[src/rtl/wrg_pkg.sv]
// Shared types and constants of the windowed RMS gain envelope core.
// No dependencies; wrg_gain_unit and the top-level core import this package.
package wrg_pkg;

    // Configuration port layout and register indexes.
    localparam int CFG_IDX_W  = 3;
    localparam int CFG_DATA_W = 32;
    localparam logic [CFG_IDX_W-1:0] CFG_WINDOW_LOG2 = 3'd0;
    localparam logic [CFG_IDX_W-1:0] CFG_MIN_LEVEL   = 3'd1;
    localparam logic [CFG_IDX_W-1:0] CFG_TARGET      = 3'd2;
    localparam logic [CFG_IDX_W-1:0] CFG_TAIL_START  = 3'd3;
    localparam logic [CFG_IDX_W-1:0] CFG_ATTACK      = 3'd4;

    // Fixed field widths.
    localparam int LEVEL_W = 15;
    localparam int INDEX_W = 32;
    localparam int LOG2_W  = 4;

    // Window size lower limit and register reset values.
    localparam logic [LOG2_W-1:0]  WLOG2_MIN   = 4'd4;
    localparam logic [LOG2_W-1:0]  WLOG2_RESET = 4'd10;
    localparam logic [LEVEL_W-1:0] LEVEL_RESET = 15'd3277;

    // Request kinds carried in tuser.
    localparam logic REQ_PUSH  = 1'b0;
    localparam logic REQ_DRAIN = 1'b1;

    // Sequencer of the main datapath.
    typedef enum logic [7:0] {
        C_IDLE   = 8'b0000_0001,
        C_GSTART = 8'b0000_0010,
        C_GWAIT  = 8'b0000_0100,
        C_RAMP   = 8'b0000_1000,
        C_SUM    = 8'b0001_0000,
        C_MUL    = 8'b0010_0000,
        C_SAT    = 8'b0100_0000,
        C_OUT    = 8'b1000_0000
    } t_ctl_state;

    // Sequencer of the gain unit.
    typedef enum logic [4:0] {
        M_IDLE = 5'b00001,
        M_DIV  = 5'b00010,
        M_SQRT = 5'b00100,
        M_GDIV = 5'b01000,
        M_DONE = 5'b10000
    } t_gu_state;

endpackage

[src/rtl/wrg_gain_unit.sv]
// Window gain unit: mean by restoring division, integer square root, then
// target/RMS by a second division, one bit a cycle. Depends on wrg_pkg.
module wrg_gain_unit
    import wrg_pkg::*;
#(
    parameter int MAX_WINDOW_LOG2 = 12,
    parameter int SAMPLE_BITS     = 16,
    parameter int GAIN_FRAC_BITS  = 12
) (
    input  logic                                        i_clk,
    input  logic                                        i_rst_n,
    input  logic                                        i_start,
    input  logic [2*SAMPLE_BITS+MAX_WINDOW_LOG2-2:0]    i_sum,
    input  logic [MAX_WINDOW_LOG2:0]                    i_count,
    input  logic [INDEX_W-1:0]                          i_base,
    input  logic [LEVEL_W-1:0]                          i_min_level,
    input  logic [LEVEL_W-1:0]                          i_target_level,
    input  logic [INDEX_W-1:0]                          i_tail_start,
    input  logic [INDEX_W-1:0]                          i_attack,
    output logic                                        o_done,
    output logic [GAIN_FRAC_BITS+3:0]                   o_gain
);

    localparam int SUM_W  = 2 * SAMPLE_BITS + MAX_WINDOW_LOG2 - 1;
    localparam int CNT_W  = MAX_WINDOW_LOG2 + 1;
    localparam int G_W    = GAIN_FRAC_BITS + 4;
    localparam int NUM2_W = LEVEL_W + GAIN_FRAC_BITS;
    localparam int DIV_W  = (SUM_W > NUM2_W) ? SUM_W : NUM2_W;
    localparam int RT_W   = (SUM_W + 1) / 2;
    localparam int SQ_W   = 2 * RT_W;
    localparam int STEP_W = $clog2(DIV_W + 1);
    localparam logic [G_W-1:0]   GAIN_UNITY = G_W'(1) << GAIN_FRAC_BITS;
    localparam logic [G_W-1:0]   GAIN_MAX   = G_W'(10) << GAIN_FRAC_BITS;
    localparam logic [G_W-1:0]   GAIN_MIN   = G_W'(((1 << GAIN_FRAC_BITS) + 5) / 10);

    t_gu_state           r_state;
    logic [STEP_W-1:0]   r_step;
    logic [DIV_W-1:0]    r_num;
    logic [DIV_W-1:0]    r_den;
    logic [DIV_W:0]      r_rem;
    logic [SQ_W-1:0]     r_sv;
    logic [RT_W+1:0]     r_srem;
    logic [RT_W-1:0]     r_root;
    logic [G_W-1:0]      r_gain;

    logic [DIV_W:0]      div_t;
    logic                div_ge;
    logic [RT_W+1:0]     sq_t;
    logic [RT_W+1:0]     sq_trial;
    logic                sq_ge;

    // One restoring division step.
    always_comb begin
        div_t  = {r_rem[DIV_W-1:0], r_num[DIV_W-1]};
        div_ge = (div_t >= {1'b0, r_den});
    end

    // One square root step, two radicand bits at a time.
    always_comb begin
        sq_t     = {r_srem[RT_W-1:0], r_sv[SQ_W-1:SQ_W-2]};
        sq_trial = {r_root, 2'b01};
        sq_ge    = (sq_t >= sq_trial);
    end

    // Sequencer and datapath.
    always_ff @(posedge i_clk) begin
        if (!i_rst_n) begin
            r_state <= M_IDLE;
            r_step  <= '0;
        end else begin
            unique case (r_state)
                M_IDLE: begin
                    if (i_start) begin
                        r_step <= '0;
                        r_rem  <= '0;
                        r_srem <= '0;
                        r_root <= '0;
                        if (i_base >= i_tail_start || i_base < i_attack) begin
                            r_gain  <= GAIN_UNITY;
                            r_state <= M_DONE;
                        end else if (i_count == '0) begin
                            r_sv    <= '0;
                            r_state <= M_SQRT;
                        end else begin
                            r_num   <= DIV_W'(i_sum);
                            r_den   <= DIV_W'(i_count);
                            r_state <= M_DIV;
                        end
                    end
                end
                M_DIV, M_GDIV: begin
                    if (r_step == STEP_W'(DIV_W)) begin
                        r_step <= '0;
                        if (r_state == M_DIV) begin
                            r_sv    <= SQ_W'(r_num[SUM_W-1:0]);
                            r_state <= M_SQRT;
                        end else begin
                            if (r_num > DIV_W'(GAIN_MAX)) begin
                                r_gain <= GAIN_MAX;
                            end else if (r_num < DIV_W'(GAIN_MIN)) begin
                                r_gain <= GAIN_MIN;
                            end else begin
                                r_gain <= r_num[G_W-1:0];
                            end
                            r_state <= M_DONE;
                        end
                    end else begin
                        r_step <= r_step + STEP_W'(1);
                        r_rem  <= div_ge ? (div_t - {1'b0, r_den}) : div_t;
                        r_num  <= {r_num[DIV_W-2:0], div_ge};
                    end
                end
                M_SQRT: begin
                    if (r_step == STEP_W'(RT_W)) begin
                        r_step <= '0;
                        if (DIV_W'(r_root) < DIV_W'(i_min_level)) begin
                            r_gain  <= GAIN_UNITY;
                            r_state <= M_DONE;
                        end else if (r_root == '0) begin
                            r_gain  <= GAIN_MAX;
                            r_state <= M_DONE;
                        end else begin
                            r_num   <= DIV_W'({i_target_level, {GAIN_FRAC_BITS{1'b0}}});
                            r_den   <= DIV_W'(r_root);
                            r_rem   <= '0;
                            r_state <= M_GDIV;
                        end
                    end else begin
                        r_step <= r_step + STEP_W'(1);
                        r_srem <= sq_ge ? (sq_t - sq_trial) : sq_t;
                        r_root <= {r_root[RT_W-2:0], sq_ge};
                        r_sv   <= {r_sv[SQ_W-3:0], 2'b00};
                    end
                end
                M_DONE: begin
                    r_state <= M_IDLE;
                end
                default: begin
                    r_state <= M_IDLE;
                end
            endcase
        end
    end

    assign o_done = (r_state == M_DONE);
    assign o_gain = r_gain;

endmodule

[config.mk]
export PLATFORM = sky130hd
export DESIGN_NAME = wrg_gain_unit
export DESIGN_NICKNAME = d
export VERILOG_FILES = /design/src/rtl/wrg_pkg.sv /design/src/rtl/wrg_gain_unit.sv
export SDC_FILE = /design/constraint.sdc
export NUM_CORES = 1
export LEC_CHECK = 0
export BUFFER_PORTS_ARGS = -buffer_cell sky130_fd_sc_hd__buf_2
export CAP_MARGIN = 20
export CELL_PAD_IN_SITES_DETAIL_PLACEMENT = 2
export CELL_PAD_IN_SITES_GLOBAL_PLACEMENT = 2
export CORE_MARGIN = 4
export CORE_UTILIZATION = 35
export DETAILED_ROUTE_END_ITERATION = 8
export GPL_TIMING_DRIVEN = 1
export PLACE_DENSITY_LB_ADDON = 0.1
export RECOVER_POWER = 50
export SYNTH_ARGS = -nofsm -noshare
export SYNTH_HDL_FRONTEND = slang
export SYNTH_SLANG_ARGS = --single-unit
[constraint.sdc]
create_clock -name i_clk -period 6.7 [get_ports i_clk]
set_input_delay 1.34 -clock i_clk [delete_from_list [all_inputs] [get_ports i_clk]]
set_output_delay 1.34 -clock i_clk [all_outputs]
set_load 0.02 [all_outputs]
==> impl_metrics.py <==
metrics = {
    "timing": {
        "setup_slack_ns": 1.59,
        "maxSlewViolCount": 234,
        "fin_crit_sh_pct": 76.2,
        "relSlewSlack_pct": -120,
        "setup_viol": 0,
        "period_minus_slack_ns": 5.11,
        "hold_viol": 0,
        "worst_slew_pin_slew_ns": 3.30,
        "rsz0062_at_grt": "no",
        "skew_ns": 0.0346,
        "fmax_mhz": 196,
        "tns_ns": 0,
    },
    "die": {
        "io_pins": 202,
        "initial_core_util_pct": 35.4,
        "core_mm2": 0.0409,
        "die_h_um": 212,
        "row_count": 74,
        "die-area_mm2": 0.0448,
        "dieWidth_um": 212,
    },
    "clock_tree": {
        "numCtsBuffers": 28,
        "cts_num_sinks": 223,
        "clk_latency_ns": 0.58,
        "clockRootBuffer": "clkbuf_16",
        "cts-hold-fix-buffers": 0,
        "ctsResizeCount": 0,
        "clockBufferDepth": 3,
        "post_cts_buffers": 0,
        "htreeDepth": 1,
        "path_clk_slew_ns": 0.06,
        "cts_tree": "done",
    },
    "layout": {
        "design_area_mm2": 0.0169,
        "drive_gt1_share_pct": 16.5,
        "fillCellCount": 4478,
        "layout_common_cells": "edfxtp_1 (212), buf_2 (183), inv_1 (144), ha_1 (125), nor2_1 (119)",
        "ff_latch_area_mm2": 0.00659,
        "multiInputGateArea_mm2": 0.00717,
        "final_common_cell": "edfxtp_1",
        "nets": 1942,
        "synthToLayoutAreaGrowth_pct": 16.8,
        "final_util_pct": 41.4,
    },
    "route": {
        "drt-met1-wl_mm": 21.6,
        "wl_met2_mm": 22.2,
        "vias": 12100,
        "routedWlPerCell_um": 21.4,
        "drc": 0,
        "wl_met3_mm": 2.14,
        "wirelength_mm": 46.7,
        "drtIter0Drc": 565,
        "drt_pre_antenna_iters": 5,
        "ant_nets": 0,
        "top_layer_used": "met5",
        "vias_per_cell": 5.54,
    },
    "logic_synthesis": {
        "netlist_area_mm2": 0.0145,
        "ys_ff_latch": 223,
        "netlist_instances": 1440,
        "async_flop_share_pct": 0,
        "synthMuxAreaShare_pct": 1.73,
        "synth_compound_area_share_pct": 18.3,
        "syn_nets": 1751,
        "yosys_warnings": 0,
        "yosys_most_used_dff": "edfxtp_1",
        "synth_top_family_by_area": "compound AO/OA/AOI/OAI gates",
        "synth_top_area_cell": "edfxtp_1",
        "synth_edf_count": 212,
        "synthSimpleGateAreaFrac_pct": 15.9,
        "synth_area_leaders": "edfxtp_1 (44%), ha_1 (11%), a22o_1 (4.0%)",
        "syn_area_per_cell_um2": 10.1,
        "synth_xor_area_share_pct": 2.17,
        "ys_types": 74,
        "synth_top_area_share_pct": 43.9,
        "synth_seq_area_share_pct": 45.4,
        "synthAdderAreaFrac_pct": 10.9,
    },
    "grt": {
        "grt_pass1_vias": 13100,
        "antenna_found_initial": 3,
        "grt_use_total_pct": 20.3,
        "grt_pass1_wl_mm": 73.9,
        "grt_max_degree": 67,
        "grt_overflow": 0,
    },
    "power": {
        "p_per_area_mw_per_mm2": 327,
        "leakage_uw": 0.00718,
        "power_uw": 5540,
        "ir_drop_v": 0.000193,
    },
    "placement": {
        "placed_area_mm2": 0.0161,
        "place_congestion": 0.803,
        "port_buffers": 201,
        "post-place-ws_ns": 1.54,
        "dp_hpwl_mm": 35.4,
    },
    "worst_setup_path": {
        "path_max_fanout": 66,
        "setup.worst_path.end_class": "flip-flop",
        "crit_type": "reg2reg",
        "crit_required_ns": 7.01,
        "cp.arrival_ns": 5.42,
        "worst_setup_path_start_kind": "flip-flop",
    },
    "run_status": {
        "status": "finished with violations",
        "violations": "capacitance limit, slew limit",
    },
    "min_path": {
        "hp-class": "reg2reg",
    },
    "job": {
        "drv_cap": 4,
    },
}
report_power, final:
part           internal (µW)  leakage, µW  switching [µW]
clock network            850     0.000422             622
logic                    669      0.00468            1170
registers               1960      0.00208             275
critical path, stage by stage (launching register included):
cell	delay [ns]
dfxtp_1	0.36
nor2_1	0.26
and3_2	0.26
clkbuf_1	2.32
nor2_4	0.02
clkbuf_1	0.83
a31oi_1	0.64
nand2_1	0.12
synthesized netlist by cell type (all sizes together) (6+ instances only):
master	number
nand2	120
and3	20
a211oi	22
nor3	23
edfxtp	212
xor2	12
nor2b	9
mux2i	25
nand4	23
buf	12
inv	145
ha	125
o211ai	10
o22ai	7
nor2	120
a21boi	6
o21ai	53
or3	11
or2	9
a22oi	15
xnor2	24
nand4b	8
nand3b	8
or4	11
nand3	32
a22o	66
a21o	42
a31oi	6
o2111ai	6
nand2b	11
a21oi	84
and4	9
nor4	27
dfxtp	11
o21a	14
and2	11
o41ai	6
clkbuf	42
per-stage QoR:
stage | cells | hold WS [ns]
floorplan | 1440 | 0.496
global placement | 2130 | 0.516
detailed placement | 2130 | 0.513
CTS | 2180 | 0.540
global route | 2185 | 0.555
finish | 2186 | 0.542
layout make-up:
type / instances / share of cell area (%)
Antenna cell: 3 / 0.0443
Inverter: 145 / 3.21
Tap cell: 532 / 3.93
Sequential cell: 223 / 38.9
Clock buffer: 37 / 4.34
Clock inverter: 13 / 0.857
Timing Repair Buffer: 215 / 6.41
Multi-Input combinational cell: 1018 / 42.3
layer usage:
layer / up-vias / global-route usage, %
li1: 5766 / -
met1: 6036 / 28.5
met2: 250 / 34.0
met3: 49 / 3.04
met4: 2 / 3.69
met5: - / 0
final timing paths:
kind / start / end / slack, ns / cells past startpoint
worst max-delay path: r_state[3]$_SDFFE_PN0P_ / o_gain[12]$_DFFE_PP_ / 1.59 / 7
worst min-delay path: r_sv[22]$_DFFE_PP_ / r_sv[24]$_DFFE_PP_ / 0.54 / 1
worst max register to register: r_state[3]$_SDFFE_PN0P_ / o_gain[12]$_DFFE_PP_ / 1.59 / 7
worst min register to register: r_sv[22]$_DFFE_PP_ / r_sv[24]$_DFFE_PP_ / 0.54 / 1
flip-flops by register name (all words and copies together) (netlist names):
signal,count
o_gain,16
r_den,22
r_num,43
r_rem,43
r_root,22
r_srem,22
r_state,5
r_step,6
r_sv,44
cell families (layout without fill, tap and decap cells):
logic type      after synthesis  after routing
simple gates                456            456
compound gates              375            375
flops                       223            223
buf+inv                     199            410
fa+ha+maj                   126            126
xor+xnor                     36             36
mux                          25             25
other cells                   0              3
Power figures use the tool's default switching activity.
